File: src/sv/three_class_call_priority_queue_unit_assert.svh
// Assertion macros for the three-class call priority queue unit.
`ifndef THREE_CLASS_CALL_PRIORITY_QUEUE_UNIT_ASSERT_SVH
`define THREE_CLASS_CALL_PRIORITY_QUEUE_UNIT_ASSERT_SVH

// Condition must hold in the same cycle as the trigger
`define CPQ_ASSERT_NOW(name, trig, cond) \
   name: assert property (@(posedge clock) disable iff (reset) (trig) |-> (cond)) \
      else $error("cpq assertion failed");

// Condition must hold in the cycle after the trigger
`define CPQ_ASSERT_NEXT(name, trig, cond) \
   name: assert property (@(posedge clock) disable iff (reset) (trig) |=> (cond)) \
      else $error("cpq assertion failed");

`endif

File: src/sv/cpq_pkg.sv
// Package: payload types, request and class codes, default sizes for the call queue.
package cpq_pkg;

   // Default sizes
   localparam int CPQ_CLASS_DEPTH = 16;
   localparam int CPQ_ID_WIDTH    = 16;

   // Fixed field widths of the transactions
   localparam int CPQ_REQ_W     = 2;
   localparam int CPQ_CLASS_W   = 2;
   localparam int CPQ_CALL_ID_W = 16;
   localparam int CPQ_REMOVED_W = 5;
   localparam int CPQ_TOTAL_W   = 6;

   // Request codes
   localparam logic [CPQ_REQ_W-1:0] CPQ_REQ_APPEND  = 2'd0;
   localparam logic [CPQ_REQ_W-1:0] CPQ_REQ_SERVE   = 2'd1;
   localparam logic [CPQ_REQ_W-1:0] CPQ_REQ_DISMISS = 2'd2;

   // Class codes, lowest priority first
   localparam logic [CPQ_CLASS_W-1:0] CPQ_CLS_DATA    = 2'd0;
   localparam logic [CPQ_CLASS_W-1:0] CPQ_CLS_VOICE   = 2'd1;
   localparam logic [CPQ_CLASS_W-1:0] CPQ_CLS_EMERG   = 2'd2;
   localparam int                     CPQ_NUM_CLASSES = 3;

   typedef struct packed {
      logic [CPQ_REQ_W-1:0]     req_type;
      logic [CPQ_CLASS_W-1:0]   call_class;
      logic [CPQ_CALL_ID_W-1:0] call_id;
   } cpq_req_type;

   typedef struct packed {
      logic                     ok;
      logic [CPQ_CALL_ID_W-1:0] served_id;
      logic [CPQ_CLASS_W-1:0]   served_class;
      logic [CPQ_REMOVED_W-1:0] removed_count;
      logic [CPQ_TOTAL_W-1:0]   total_count;
   } cpq_rsp_type;

endpackage

File: src/sv/three_class_call_priority_queue_unit.sv
// Top level: three-class call priority queue with per-class FIFOs.
//
//  channel  | ports                              | direction
//  ---------+------------------------------------+----------
//  request  | req_valid, req_stall, req_payload  | in
//  response | rsp_valid, rsp_stall, rsp_payload  | out
//
// One request per cycle while req_stall is low; the response follows via the middle stage.
// Counters and pointers update at the accept edge; the FIFO head read is registered in the
// same edge and merged into the response register when the middle stage advances.
// Synchronous active-high reset empties all three classes; no clearing pass.
// A stalled response holds; one more request is taken into the middle stage,
// after which req_stall follows rsp_stall.
module three_class_call_priority_queue_unit #(
   parameter int CLASS_DEPTH = cpq_pkg::CPQ_CLASS_DEPTH,
   parameter int ID_WIDTH    = cpq_pkg::CPQ_ID_WIDTH
) (
   input  logic                 clock,
   input  logic                 reset,
   input  logic                 req_valid,
   output logic                 req_stall,
   input  cpq_pkg::cpq_req_type req_payload,
   output logic                 rsp_valid,
   input  logic                 rsp_stall,
   output cpq_pkg::cpq_rsp_type rsp_payload
);
   import cpq_pkg::*;

`include "three_class_call_priority_queue_unit_assert.svh"

   localparam int PtrW  = (CLASS_DEPTH > 1) ? $clog2(CLASS_DEPTH) : 1;
   localparam int CntW  = $clog2(CLASS_DEPTH + 1);
   localparam int TotW  = CntW + 2;
   localparam int KeepW = (ID_WIDTH < CPQ_CALL_ID_W) ? ID_WIDTH : CPQ_CALL_ID_W;

   // Middle stage: everything but the served id
   typedef struct packed {
      logic                   ok;
      logic                   srv;
      logic [CPQ_CLASS_W-1:0] served_class;
      logic [CPQ_REMOVED_W-1:0] removed;
      logic [CPQ_TOTAL_W-1:0] total;
   } cpq_stage_type;

   logic [CntW-1:0]     cnt_ff [CPQ_NUM_CLASSES];
   logic [CntW-1:0]     cnt_in [CPQ_NUM_CLASSES];
   logic [PtrW-1:0]     rp_ff  [CPQ_NUM_CLASSES];
   logic [PtrW-1:0]     rp_in  [CPQ_NUM_CLASSES];
   logic [PtrW-1:0]     wp_ff  [CPQ_NUM_CLASSES];
   logic [PtrW-1:0]     wp_in  [CPQ_NUM_CLASSES];
   logic [ID_WIDTH-1:0] rd_ff  [CPQ_NUM_CLASSES];
   logic [CPQ_NUM_CLASSES-1:0] app_hit;
   logic [CPQ_NUM_CLASSES-1:0] srv_hit;
   logic [CPQ_NUM_CLASSES-1:0] dis_hit;

   logic                   accept;
   logic                   is_app;
   logic                   is_srv;
   logic                   is_dis;
   logic                   srv_ok;
   logic [CPQ_CLASS_W-1:0] srv_cls;
   logic [CPQ_CLASS_W-1:0] dis_cls;
   logic [CntW-1:0]        dis_cnt;
   logic [TotW-1:0]        total_sum;
   logic [ID_WIDTH-1:0]    id_wr;
   logic [ID_WIDTH-1:0]    rd_sel;
   logic                   counts_ok;

   cpq_stage_type a_ff;
   cpq_stage_type a_in;
   logic          a_valid_ff;
   logic          a_valid_in;
   logic          a_adv;
   cpq_rsp_type   rsp_ff;
   cpq_rsp_type   rsp_in;
   logic          rsp_valid_ff;
   logic          rsp_valid_in;

   // Handshake
   assign a_adv     = a_valid_ff && (!rsp_valid_ff || !rsp_stall);
   assign req_stall = a_valid_ff && rsp_valid_ff && rsp_stall;
   assign accept    = req_valid && !req_stall;

   // Request decode and class selection
   assign is_app  = (req_payload.req_type == CPQ_REQ_APPEND);
   assign is_srv  = (req_payload.req_type == CPQ_REQ_SERVE);
   assign is_dis  = (req_payload.req_type == CPQ_REQ_DISMISS);
   assign srv_ok  = (cnt_ff[0] != '0) || (cnt_ff[1] != '0) || (cnt_ff[2] != '0);
   assign srv_cls = (cnt_ff[2] != '0) ? CPQ_CLS_EMERG :
                    (cnt_ff[1] != '0) ? CPQ_CLS_VOICE : CPQ_CLS_DATA;
   assign dis_cls = (cnt_ff[0] != '0) ? CPQ_CLS_DATA : CPQ_CLS_VOICE;
   assign dis_cnt = (cnt_ff[0] != '0) ? cnt_ff[0] : cnt_ff[1];
   assign id_wr   = ID_WIDTH'(req_payload.call_id[KeepW-1:0]);

   // Per-class counter and pointer updates
   always_comb begin
      for (int c = 0; c < CPQ_NUM_CLASSES; c++) begin
         app_hit[c] = accept && is_app && (req_payload.call_class == CPQ_CLASS_W'(c))
                      && (cnt_ff[c] != CntW'(CLASS_DEPTH));
         srv_hit[c] = accept && is_srv && srv_ok && (srv_cls == CPQ_CLASS_W'(c));
         dis_hit[c] = accept && is_dis && (dis_cls == CPQ_CLASS_W'(c));
         cnt_in[c]  = cnt_ff[c];
         rp_in[c]   = rp_ff[c];
         wp_in[c]   = wp_ff[c];
         if (app_hit[c]) begin
            cnt_in[c] = cnt_ff[c] + CntW'(1);
            wp_in[c]  = (wp_ff[c] == PtrW'(CLASS_DEPTH - 1)) ? '0 : wp_ff[c] + PtrW'(1);
         end else if (srv_hit[c]) begin
            cnt_in[c] = cnt_ff[c] - CntW'(1);
            rp_in[c]  = (rp_ff[c] == PtrW'(CLASS_DEPTH - 1)) ? '0 : rp_ff[c] + PtrW'(1);
         end else if (dis_hit[c]) begin
            cnt_in[c] = '0;
            rp_in[c]  = wp_ff[c];
         end
      end
   end

   assign total_sum = TotW'(cnt_in[0]) + TotW'(cnt_in[1]) + TotW'(cnt_in[2]);

   // Middle stage contents
   always_comb begin
      a_in              = '0;
      a_in.ok           = (is_app && (app_hit != '0)) || (is_srv && srv_ok) || is_dis;
      a_in.srv          = is_srv && srv_ok;
      a_in.served_class = (is_srv && srv_ok) ? srv_cls : CPQ_CLS_DATA;
      a_in.removed      = is_dis ? CPQ_REMOVED_W'(dis_cnt) : '0;
      a_in.total        = CPQ_TOTAL_W'(total_sum);
   end

   assign a_valid_in = accept ? 1'b1 : (a_adv ? 1'b0 : a_valid_ff);

   always_ff @(posedge clock) begin
      if (reset) begin
         a_valid_ff <= 1'b0;
         for (int c = 0; c < CPQ_NUM_CLASSES; c++) begin
            cnt_ff[c] <= '0;
            rp_ff[c]  <= '0;
            wp_ff[c]  <= '0;
         end
      end else begin
         a_valid_ff <= a_valid_in;
         for (int c = 0; c < CPQ_NUM_CLASSES; c++) begin
            cnt_ff[c] <= cnt_in[c];
            rp_ff[c]  <= rp_in[c];
            wp_ff[c]  <= wp_in[c];
         end
      end
   end

   always_ff @(posedge clock) begin
      if (accept) begin
         a_ff <= a_in;
      end
   end

   // Class FIFO storage: write at tail, registered read of head
   for (genvar g = 0; g < CPQ_NUM_CLASSES; g++) begin : g_class
      logic [ID_WIDTH-1:0] mem [CLASS_DEPTH];

      always_ff @(posedge clock) begin
         if (app_hit[g]) begin
            mem[wp_ff[g]] <= id_wr;
         end
         if (accept) begin
            rd_ff[g] <= mem[rp_ff[g]];
         end
      end
   end

   // Pick the head word of the served class
   always_comb begin
      case (a_ff.served_class)
         CPQ_CLS_DATA:  rd_sel = rd_ff[0];
         CPQ_CLS_VOICE: rd_sel = rd_ff[1];
         CPQ_CLS_EMERG: rd_sel = rd_ff[2];
         default:       rd_sel = '0;
      endcase
   end

   // Response register
   always_comb begin
      rsp_in               = '0;
      rsp_in.ok            = a_ff.ok;
      rsp_in.served_id     = a_ff.srv ? CPQ_CALL_ID_W'(rd_sel[KeepW-1:0]) : '0;
      rsp_in.served_class  = a_ff.served_class;
      rsp_in.removed_count = a_ff.removed;
      rsp_in.total_count   = a_ff.total;
   end

   assign rsp_valid_in = a_adv ? 1'b1 : (rsp_valid_ff && rsp_stall);

   always_ff @(posedge clock) begin
      if (reset) begin
         rsp_valid_ff <= 1'b0;
      end else begin
         rsp_valid_ff <= rsp_valid_in;
      end
   end

   always_ff @(posedge clock) begin
      if (a_adv) begin
         rsp_ff <= rsp_in;
      end
   end

   assign rsp_valid   = rsp_valid_ff;
   assign rsp_payload = rsp_ff;

   // Every class count stays within its store
   assign counts_ok = (cnt_ff[0] <= CntW'(CLASS_DEPTH)) && (cnt_ff[1] <= CntW'(CLASS_DEPTH))
                      && (cnt_ff[2] <= CntW'(CLASS_DEPTH));

   // Checks
   `CPQ_ASSERT_NEXT(a_accept_fills_stage, accept, a_valid_ff)
   `CPQ_ASSERT_NEXT(a_stage_holds, a_valid_ff && !a_adv, a_valid_ff && $stable(a_ff))
   `CPQ_ASSERT_NOW(a_counts_bounded, 1'b1, counts_ok)

endmodule
File: config.mk
export PLATFORM = sky130hd
export DESIGN_NAME = three_class_call_priority_queue_unit
export DESIGN_NICKNAME = d
export VERILOG_FILES = /design/src/sv/cpq_pkg.sv /design/src/sv/three_class_call_priority_queue_unit.sv
export VERILOG_INCLUDE_DIRS = /design/src /design/src/sv
export SDC_FILE = /design/constraint.sdc
export NUM_CORES = 1
export LEC_CHECK = 0
export BUFFER_PORTS_ARGS = -buffer_cell sky130_fd_sc_hd__buf_2
export CAP_MARGIN = 20
export CORE_MARGIN = 4
export CORE_UTILIZATION = 56
export CTS_BUF_LIST = sky130_fd_sc_hd__clkbuf_16
export DETAILED_ROUTE_END_ITERATION = 10
export HOLD_SLACK_MARGIN = 0.15
export PLACE_DENSITY = 0.83
export SETUP_SLACK_MARGIN = 0.1
export SLEW_MARGIN = 20
export SYNTH_ARGS = -nofsm -noshare
export SYNTH_HDL_FRONTEND = slang
export SYNTH_SLANG_ARGS = --single-unit
File: constraint.sdc
create_clock -name clock -period 4.6 [get_ports clock]
set_clock_uncertainty 0.1 [all_clocks]
set_input_delay 0.46 -clock clock [delete_from_list [all_inputs] [get_ports clock]]
set_output_delay 0.46 -clock clock [all_outputs]
set_load 0.01 [all_outputs]
== After elaboration in Yosys (flattened, before gate mapping) ==
Memory sizes are Yosys's and may differ from the RTL's.
Index checks and enable logic that the tools add are counted.

* RAM bits: 855
* Flip-flop bits (word level): 47
* Memories: 7
* Input bits: 24
* ROM bits: 0
* Word-level logic and storage cells: 157
* Output and inout port bits: 32
* Latch bits: 0

* Multipliers: 0
* Mux-type cells: 55
* Add/sub/neg operators: 14
* $lt $le $gt $ge: 0
* Shift-type cells: 0
* Equal/unequal tests: 19
* Div/mod/pow operators: 0
* Bitwise logic cells: 9
* Reduce and logical (&&, ||, !) cells: 41

{| class="wikitable"
|+ Memory list
! name !! depth !! width !! rd ports !! clocked after memory_dff !! write ports !! RTL line !! RTL
|-
| g_class[0].mem || 16 || 16 || 1 || 0 || 1 || three_class_call_priority_queue_unit.sv:158 || <nowiki>logic [ID_WIDTH-1:0] mem [CLASS_DEPTH];</nowiki>
|-
| g_class[1].mem || 16 || 16 || 1 || 0 || 1 || three_class_call_priority_queue_unit.sv:158 ||
|-
| g_class[2].mem || 16 || 16 || 1 || 0 || 1 || three_class_call_priority_queue_unit.sv:158 ||
|-
| rd_ff || 3 || 16 || 3 || 0 || 3 || three_class_call_priority_queue_unit.sv:51 || <nowiki>logic [ID_WIDTH-1:0] rd_ff [CPQ_NUM_CLASSES];</nowiki>
|-
| cnt_ff || 3 || 5 || 3 || 0 || 3 || three_class_call_priority_queue_unit.sv:45 || <nowiki>logic [CntW-1:0] cnt_ff [CPQ_NUM_CLASSES];</nowiki>
|-
| rp_ff || 3 || 4 || 3 || 0 || 3 || three_class_call_priority_queue_unit.sv:47 || <nowiki>logic [PtrW-1:0] rp_ff [CPQ_NUM_CLASSES];</nowiki>
|-
| +1 memories || -- || -- || -- || -- || -- || -- ||
|}

{| class="wikitable"
|+ Operators with widths
! kind !! count
|-
| 4-bit two-way mux || 24
|-
| 5-bit two-way mux || 13
|-
| 16-bit one-hot mux with 3 select lines || 1
|-
| 4-bit by 1-bit adder with 4-bit output (second input constant) || 6
|-
| 4-bit == test (second input constant) || 6
|-
| 1-bit logical AND || 23
|-
| 1-bit two-way mux || 16
|-
| 5-bit by 1-bit adder with 5-bit output (second input constant) || 3
|-
| 5-bit != test (second input constant) || 3
|-
| 5-bit nonzero test || 3
|-
| 5-bit by 1-bit subtractor with 5-bit output (second input constant) || 3
|-
| 2-bit logical NOT || 5
|-
| 1-bit bitwise OR || 9
|-
| 2-bit by 1-bit == test with 1-bit output (second input constant) || 4
|-
| 2-bit == test (second input constant) || 4
|-
| 5-bit by 5-bit adder with 6-bit output || 1
|-
| 6-bit by 5-bit adder with 6-bit output || 1
|-
| 1-bit logical OR || 5
|-
| 1-bit logical NOT || 3
|-
| 3-bit nonzero test || 1
|-
| 1-bit by 2-bit == test with 1-bit output (second input constant) || 1
|-
| 2-bit two-way mux || 1
|-
| 2-bit nonzero test || 1
|-
| 1-bit == test (second input constant) || 1
|}

== Longest topological paths before layout ==
Gate-level depths: netlist of run 1.

* Word-level depth: 11
* Mapped depth: 14
* Gate-level depth less buffers: 13

== Least setup slack after synthesis of run 1 ==
No wires, ideal clock.

* Path type: input -> register
* Start point: input rsp_stall
* End point: register a_ff[5] (netlist name), data pin
* Stages on the path: 12
* Library setup time: 0.262 ns
* Path slack: 0.094 ns
* Arrival time: 4.144 ns
* Required time: 4.238 ns
* Path buffers: 0
* Path through: nand3_1 > nand2_1 > inv_1 > and2_1 > nor3_1 > or2_1 > fa_1 > ha_1 > fa_1 > a21o_1 > a21oi_1 > xor2_1

{| class="wikitable"
|+ RTL lines
! item !! RTL line !! RTL
|-
| from (decl) || three_class_call_priority_queue_unit.sv:24 || <nowiki>input logic rsp_stall,</nowiki>
|-
| to (signal assigned) || three_class_call_priority_queue_unit.sv:152 || <nowiki>a_ff <= a_in;</nowiki>
|-
| to (decl) || three_class_call_priority_queue_unit.sv:69 || <nowiki>cpq_stage_type a_ff;</nowiki>
|}

==> flow_summary.ini, run 1 <==
[synthesis]
synth_area_um2 = 35640
synthCells = 1863
ys.warnings.count = 0
synth_nets = 1921
synthXorXnorAreaFrac = 0.004178
synth_top_family_by_area = multiplexers
synth_top_cell_by_area = edfxtp_1
synth_top_cell_area_share = 0.7255
synth_area_leaders = edfxtp_1, mux4_2, dfxtp_1
async_flop_share = 0
synth_ff_type = edfxtp_1
synth_seq_area_share = 0.7485
postSynthAreaPerCell_um2 = 19.13
synth-simple-area-share = 0.04894
ys_seq_elements = 902
synth_compound_area_frac = 0.03697
synth_cell_type_count = 65
synthAdderAreaFrac = 0.01320
muxShareOfSynthArea = 0.1329
synth_edf_count = 861

[drt]
postRouteAntennaNets = 0
drt-total-wl_um = 82940
m1WireLength_um = 31310
avgViaCountPerCell = 6.430
num_vias = 18653
wl_met3_um = 8326
drc = 0
wl_per_cell_um = 28.59
drt_iter0_drc = 2492
dr.pass1.iters = 6
met2RoutedLength_um = 40350
highest_layer = met4

[critical_path]
worstReg2RegEnd = a_ff[5]$_DFFE_PP_
worstRegToRegCells = 12
crit_required_ns = 4.88
critical_path_class = reg2reg
crit_end = a_ff[5]$_DFFE_PP_
crit_path_cell_trace = inv_1, ha_1, nor4b_4, a31oi_1, nor3_1, o22ai_1, fa_1, ha_1, fa_1, a21o_1, a21oi_1, xor2_1
crit_slowest_cell = nor4b_4
max_stage_delay_ns = 0.51
worst_setup_path_start_kind = flop
end_kind = flop
worst-path-max-fanout = 9
reg2reg_slack_ns = 0.35
startpoint = cnt_ff[0][5]$_SDFF_PP0_
r2r-start = cnt_ff[0][5]$_SDFF_PP0_
crit_arrival_ns = 4.54

[sta]
setup_viol = 0
maxSlewViolCount = 0
max_freq_mhz = 235.2
slew_headroom = 0.2589
fin_crit_ns = 4.252
finalHoldViolCount = 0
grt_setup_unrepaired = no
setup_ws_ns = 0.3484
tns_ns = 0
period_share = 0.9243
worst_slew_pin_slew_ns = 1.112

[floorplan]
die_h_um = 260.3
io_pins = 56
die_x_um = 260.3
rows = 92
initial_core_util = 0.5650
die-area_um2 = 67740
core_um2 = 63080

[clock_tree]
cts_hold_buf = 2
postCtsSetupRepairBufs = 0
cts_resized = 0
h-tree-depth = 3
cts_tree = done
ctsLongestPathBuffers = 3
clkTransAtPathRegs_ns = 0.06
cts_made_buffers = 88
clk_latency_ns = 0.64
cts.sinks = 902
cts_root_buf = clkbuf_16

[placed_design]
hpwl_um = 46400
placed_area_um2 = 37230
gp_congestion = 0.8758
dp_slack_ns = 0.4197
port_buffers = 55

[global_routing]
grt_pass1_vias = 18993
grt_max_degree = 65
grt.total_usage = 0.2477
overflow = 0
grt_pass1_wl_um = 123800
antenna_found_initial = 2

[power]
p_clk_frac = 0.406
ir_worst_vdd_mv = 0.3076
leakage_nw = 12.75
switching_share = 0.2182
p_seq_frac = 0.538
p_int_mw = 13.40
switchingPower_mw = 3.738
p_total_mw = 17.13
pwr-share-comb = 0.056
p_per_area_nw_per_um2 = 427.4

[worst_hold_path]
hp-class = in2reg

[cells_and_area]
area_growth_pct = 12.49
post-route-cell-area_um2 = 40090
drive_above_1_share = 0.2375
antennaDiodeCount = 0
nNetsFinal = 2040

[outcome]
status = completed

[run]
cap_violations = 0
-- how the worst min path moves through the flow --
stage                                            end         startpoint  cells after the start
finish                            a_ff[14]$_DFFE_PP_    req_payload[18]                      2
global placement            rsp_payload[4]$_DFFE_PP_  a_ff[4]$_DFFE_PP_                      0
CTS                               a_ff[14]$_DFFE_PP_    req_payload[18]                      2
floorplan                   rsp_payload[0]$_DFFE_PP_  a_ff[0]$_DFFE_PP_                      0
detailed placement          rsp_payload[5]$_DFFE_PP_  a_ff[5]$_DFFE_PP_                      0
global route        g_class[2].mem[15][13]$_DFFE_PP_    req_payload[13]                      1
-- stage by stage --
| step | utilization | cells | hold slack [ns] |
|---|---|---|---|
| after detailed placement | 0.5902 | 2735 | 0.3045 |
| after global placement | 0.5902 | 2735 | 0.3012 |
| after global routing | 0.6355 | 2901 | 0.1933 |
| final | 0.6355 | 2901 | 0.1903 |
| after CTS | 0.6352 | 2900 | 0.1596 |
| after floorplan | - | 1863 | 0.3003 |
-- registers in the layout (all words and copies together), names as in the netlist --
register / cells
a_valid_ff: 1
rsp_payload: 30
cnt_ff: 15
g_class.mem: 768
rsp_valid: 1
wp_ff: 12
rd_ff: 48
a_ff: 15
rp_ff: 12
-- cell usage in the layout (no fill, tap or decap), types with 7 or more instances in the layout --
cell type  instances
and2_1            20
a31oi_1           42
nor3_1            17
clkinv_2          14
nor2_1            75
inv_1             45
nor2b_1           52
edfxtp_1         861
nand2b_1          10
a21oi_1           47
xnor2_1            8
xor2_1             9
clkbuf_16         88
a211oi_1          55
buf_2             55
dfxtp_1           31
o21ai_0           25
nor3_2            12
nand3_1           10
buf_4             76
bufinv_16          7
ha_1              28
clkinv_1          19
mux2i_1           40
nand2_1          112
mux4_2           192
-- kinds of logic (layout without fill, tap and decap cells) --
family,after synthesis,after routing
DFF,902,902
and+or+nand+nor,341,341
muxes,233,233
AOI/OAI and AO/OA,203,203
buffers and inverters,133,325
adders and majority gates,34,34
xor gates and xnor gates,17,17
-- critical path, delay by kind of cell, from the launching register on --
kind | cells | cell delay (ns)
buf+inv | 1 | 0.14
simple gates | 2 | 1.01
xor+xnor | 1 | 0.10
fa+ha+maj | 4 | 1.43
compound gates | 4 | 0.86
flops | 1 | 0.35
-- synth_stat cells (8+ instances only) --
master / number
a211oi_1: 55
a21oi_1: 47
a31oi_1: 42
and2_1: 20
buf_2: 31
clkbuf_1: 69
dfxtp_1: 41
edfxtp_1: 861
ha_1: 28
inv_1: 22
mux2i_1: 40
mux4_2: 192
nand2_1: 112
nand2b_1: 10
nand3_1: 10
nor2_1: 75
nor2b_1: 52
nor3_1: 29
o21ai_0: 25
xnor2_1: 8
xor2_1: 9
-- cell type report --
class	count	area, um2
tap	846	1059
inverter	26	101.3
fill	4118	22990
clock buffer	88	2202
sequential	902	26700
multi-input combinational	828	8487
clock inverter	75	616.8
timing repair buffer	136	925.9
-- power by group through the flow --
stage	Clock (mW)	Combinational [mW]	Sequential (mW)
after global placement	0	0.912	9.38
after detailed placement	0	0.940	9.39
final	6.96	0.962	9.22
after floorplan	0	0.628	9.31
after global routing	7.41	1.03	9.23
after CTS	7.04	0.958	9.22
-- layer usage --
metal  GRT usage  up-vias
met3     0.04202      165
met4     0.09125        0
met1      0.3522     9560
met5           0        -
li1            -     7741
met2      0.3943     1187
Power figures use the tool's default switching activity.
==> run 2, diff against run 1 <==
CORE_ASPECT_RATIO = 1.2   (was not set)
==> flow_summary.ini, run 2 (synthesized netlist as in run 1, its figures left out) <==
[outcome]
status = completed

[sta]
setup_viol = 0
max_freq_mhz = 231.7
grt_setup_unrepaired = no
fin_crit_ns = 4.315
worst_slew_pin_slew_ns = 1.160
finalHoldViolCount = 0
tns_ns = 0
maxSlewViolCount = 0
period_share = 0.9381
slew_headroom = 0.2269

[critical_path]
worst_setup_path_start_kind = flop
crit_slowest_cell = nor4b_4
crit_arrival_ns = 4.60
end_kind = flop
crit_path_cell_trace = inv_1, ha_1, nor4b_4, a31oi_1, nor3_1, o22ai_1, fa_1, ha_1, fa_1, a21o_1, a21oi_1, xor2_1
max_stage_delay_ns = 0.53
worst-path-max-fanout = 9
crit_required_ns = 4.88
worstReg2RegEnd = a_ff[5]$_DFFE_PP_
critical_path_class = reg2reg
reg2reg_slack_ns = 0.28
worstRegToRegCells = 12
r2r-start = cnt_ff[0][5]$_SDFF_PP0_

[floorplan]
die_x_um = 238.3
initial_core_util = 0.5640
io_pins = 56
rows = 101
die-area_um2 = 67760
core_um2 = 63190
die_h_um = 284.3

[clock_tree]
ctsLongestPathBuffers = 3
cts_root_buf = clkbuf_16
postCtsSetupRepairBufs = 0
h-tree-depth = 3
cts.sinks = 902
cts_made_buffers = 82
clk_latency_ns = 0.63
cts_tree = done
clkTransAtPathRegs_ns = 0.06

[drt]
avgViaCountPerCell = 6.598
postRouteAntennaNets = 0
drc = 0
dr.pass1.iters = 7
wl_per_cell_um = 29.34
drt-total-wl_um = 84080
drt_iter0_drc = 2541
num_vias = 18909

[power]
p_per_area_nw_per_um2 = 424.5
ir_worst_vdd_mv = 0.2457
p_total_mw = 16.93
leakage_nw = 12.65

[global_routing]
overflow = 0
grt.total_usage = 0.2498
grt_pass1_vias = 19371
grt_pass1_wl_um = 125800
grt_max_degree = 65
antenna_found_initial = 3

[placed_design]
gp_congestion = 0.9099
hpwl_um = 48040
port_buffers = 55

[cells_and_area]
layout_commonest_cell = edfxtp_1
final_cell_mix = edfxtp_1, mux4_2, nand2_1, clkbuf_16, buf_4
nNetsFinal = 2033
largest_reg_flops = 768
area_growth_pct = 11.90
drive_above_1_share = 0.2353

[worst_hold_path]
hp-class = in2reg
min_path_cells = 3
hold_end = a_ff[14]$_DFFE_PP_
min-delay-start = req_payload[19]

[run]
cap_violations = 0
[run 2: cell types whose count changed in the layout (fill, tap and decap cells not counted), sizes merged]
cell | before | now
inv | 53 | 45
clkbuf | 88 | 84
buf | 134 | 132
bufinv | 7 | 9
clkinv | 38 | 36
clkinvlp | 3 | 1
diode | 0 | 2
dlygate4sd3 | 2 | 3
[run 2: worst max path at each step]
stage | start | to | slack, ns | cells past startpoint
3_3_place_gp | cnt_ff[0][5]$_SDFF_PP0_ | a_ff[5]$_DFFE_PP_ | 0.43 | 13
6_report | cnt_ff[0][5]$_SDFF_PP0_ | a_ff[5]$_DFFE_PP_ | 0.28 | 12
3_5_place_dp | cnt_ff[0][5]$_SDFF_PP0_ | a_ff[5]$_DFFE_PP_ | 0.34 | 13
5_1_grt | cnt_ff[0][5]$_SDFF_PP0_ | a_ff[5]$_DFFE_PP_ | 0.12 | 12
4_1_cts | cnt_ff[0][5]$_SDFF_PP0_ | a_ff[5]$_DFFE_PP_ | 0.32 | 13
2_1_floorplan | rsp_stall | a_ff[5]$_DFFE_PP_ | 0.70 | 12
[run 2: final cells by class]
type / instances / area (um2)
flip-flops and latches: 902 / 26700
fillers: 3986 / 23310
multi-input cells: 828 / 8489
clock buffers: 84 / 2102
well taps: 824 / 1031
repair buffers: 135 / 895.9
clock inverters: 65 / 556.8
inverters: 26 / 101.3
diodes: 2 / 5.005
[run 2: per-layer routing]
metal	track usage	wire, um
met4	0.1173	4207
met5	0	23
met2	0.4117	42820
met1	0.3283	29560
met3	0.04318	7474
[run 2: through the flow]
stage                 util  instance area (um2)  setup WS, ns  hold slack [ns]  cells
global route        0.6311                39870        0.1174           0.2487   2864
CTS                 0.6310                39870        0.3207           0.1814   2864
global placement    0.5884                37180        0.4257           0.3028   2712
finish              0.6311                39880        0.2849           0.2174   2866
detailed placement  0.5884                37180        0.3448           0.3045   2712
floorplan                -                35640        0.6992           0.3003   1863
[run 2: repair_timing]
| item | 4_1_cts | 5_1_grt |
|---|---|---|
| hold endpoints to repair | 3 | 0 |
| resized for setup | 0 | 0 |
| hold buffers | 3 | 0 |
[run 2: worst max-delay path, delay by kind of cell (launching register included)]
kind                     cells  cell delay, ns
AO/OA/AOI/OAI                4            0.87
XOR/XNOR                     1            0.08
adder cells (fa/ha/maj)      4            1.45
buffers and inverters        1            0.16
flip-flops                   1            0.35
AND/OR/NAND/NOR              2            1.04
[run 2: report_power, final]
group	internal (mW)	switching, mW	leakage [nW]
combinational	0.381	0.577	3.12
clock	3.83	2.91	1.38
sequential	9.10	0.131	8.15
total	13.3	3.62	12.7
==> run 3, diff against run 2 <==
CORE_ASPECT_RATIO = 1.4   (was 1.2)
==> flow_summary.ini, run 3 (synthesized netlist as in run 1, its figures left out) <==
[outcome]
status = completed

[sta]
fin_crit_ns = 4.265
slew_headroom = 0.2505
max_freq_mhz = 234.5
timing.hold.ws_ns = 0.2265
worst_slew_pin_slew_ns = 1.124
period_share = 0.9271
grt_setup_unrepaired = no
tns_ns = 0
maxSlewViolCount = 0
finalHoldViolCount = 0
setup_viol = 0
setup_ws_ns = 0.3354

[global_routing]
top_usage_layer = met2
grt_use_met3 = 0.04022
grt_pass1_vias = 18890
overflow = 0
grt_util_met1 = 0.3109
antenna_found_initial = 1
grt.total_usage = 0.2403
grt_max_degree = 68
grtUsageMet2 = 0.4040
grt_pass1_wl_um = 122100

[clock_tree]
postCtsSetupRepairBufs = 0
ctsLongestPathBuffers = 3
cts_root_buf = clkbuf_16
clkTransAtPathRegs_ns = 0.06
cts_tree = done
clk_latency_ns = 0.65
cts.sinks = 902
cts_made_buffers = 80
h-tree-depth = 3

[critical_path]
max_stage_delay_ns = 0.71
crit_required_ns = 4.88
worst_setup_path_start_kind = flop
end_kind = flop
crit_path_cell_trace = inv_1, ha_1, or4b_2, o32ai_2, and2_1, nor3_1, or2_1, fa_1, ha_1, fa_1, a21o_1, a21oi_1, xor2_1
worst-path-max-fanout = 7
critical_path_class = reg2reg
crit_arrival_ns = 4.54
crit_slowest_cell = or4b_2

[cells_and_area]
multi_input_area_um2 = 8497
final_cell_mix = edfxtp_1, mux4_2, nand2_1, clkbuf_16, buf_4
post-route-cell-area_um2 = 39760
area_growth_pct = 11.55
nNetsFinal = 2032
fillers = 3978
largest_reg_flops = 768
layout_commonest_cell = edfxtp_1
regArea_um2 = 26690
final_cells = 2867
drive_above_1_share = 0.2350
fin_util = 0.6296

[placed_design]
port_buffers = 55
dp.cells = 2721
dp_slack_ns = 0.3132
placed_area_um2 = 37200
hpwl_um = 47760
gp_congestion = 0.8713

[drt]
avgViaCountPerCell = 6.391
wl_per_cell_um = 28.32
drt-total-wl_um = 81190
drt_iter0_drc = 2544
dr.pass1.iters = 5
num_vias = 18323
postRouteAntennaNets = 0
drc = 0

[power]
p_per_area_nw_per_um2 = 418.7
leakage_nw = 12.58
ir_worst_vdd_mv = 0.2752
p_total_mw = 16.65

[floorplan]
initial_core_util = 0.5644
io_pins = 56
die_x_um = 221.2
die-area_um2 = 67800
core_um2 = 63140
rows = 109
die_h_um = 306.5

[run]
cap_violations = 0

[worst_hold_path]
hp-class = in2reg
==> run 3: changes by cell type in the layout (fill, tap and decap cells not counted), sizes merged <==
cell and change:
buf +1, bufinv -2, clkinvlp +3, clkinv -5, clkbuf -4, diode -1
inv +1
==> run 3: routing by layer <==
layer	vias up	wire, um
li1	7728	-
met1	9348	28880
met2	1042	41140
met3	205	6941
met4	0	4233
met5	-	0
==> run 3: final timing paths <==
kind                           startpoint  slack [ns]                       end  cells past startpoint
hold reg to reg     a_ff[6]$_SDFFCE_PP0P_        0.32  rsp_payload[6]$_DFFE_PP_                      0
setup / recovery  cnt_ff[0][0]$_SDFF_PP0_        0.34         a_ff[5]$_DFFE_PP_                     13
setup reg to reg  cnt_ff[0][0]$_SDFF_PP0_        0.34         a_ff[5]$_DFFE_PP_                     13
hold / removal            req_payload[19]        0.23        a_ff[14]$_DFFE_PP_                      3
==> run 3: critical path: cells and delay by family (launching register included) <==
kind / cells / cell delay (ns)
AND/OR/NAND/NOR: 4 / 1.38
adder cells (fa/ha/maj): 4 / 1.37
AO/OA/AOI/OAI: 3 / 0.59
flip-flops: 1 / 0.37
buffers and inverters: 1 / 0.10
XOR/XNOR: 1 / 0.09
==> run 3: final cells by class <==
| cell class | count | share of cell area |
|---|---|---|
| inverters | 26 | 0.002549 |
| clock inverters | 62 | 0.01287 |
| repair buffers | 136 | 0.02279 |
| diodes | 1 | 0.00006294 |
| multi-input cells | 828 | 0.2137 |
| clock buffers | 80 | 0.05036 |
| well taps | 832 | 0.02618 |
| flip-flops and latches | 902 | 0.6715 |
==> run 3: report_power, final <==
group	switching [mW]	total, mW	internal [mW]
Sequential	0.104	9.20	9.10
Combinational	0.576	0.956	0.380
Clock	2.91	6.49	3.58
==> run 3: repair_timing <==
action / CTS / global route
endpoints found under the hold margin: 3 / 0
hold buffers: 3 / 0
setup endpoints to repair: 0 / 1
gates resized for setup: 0 / 1
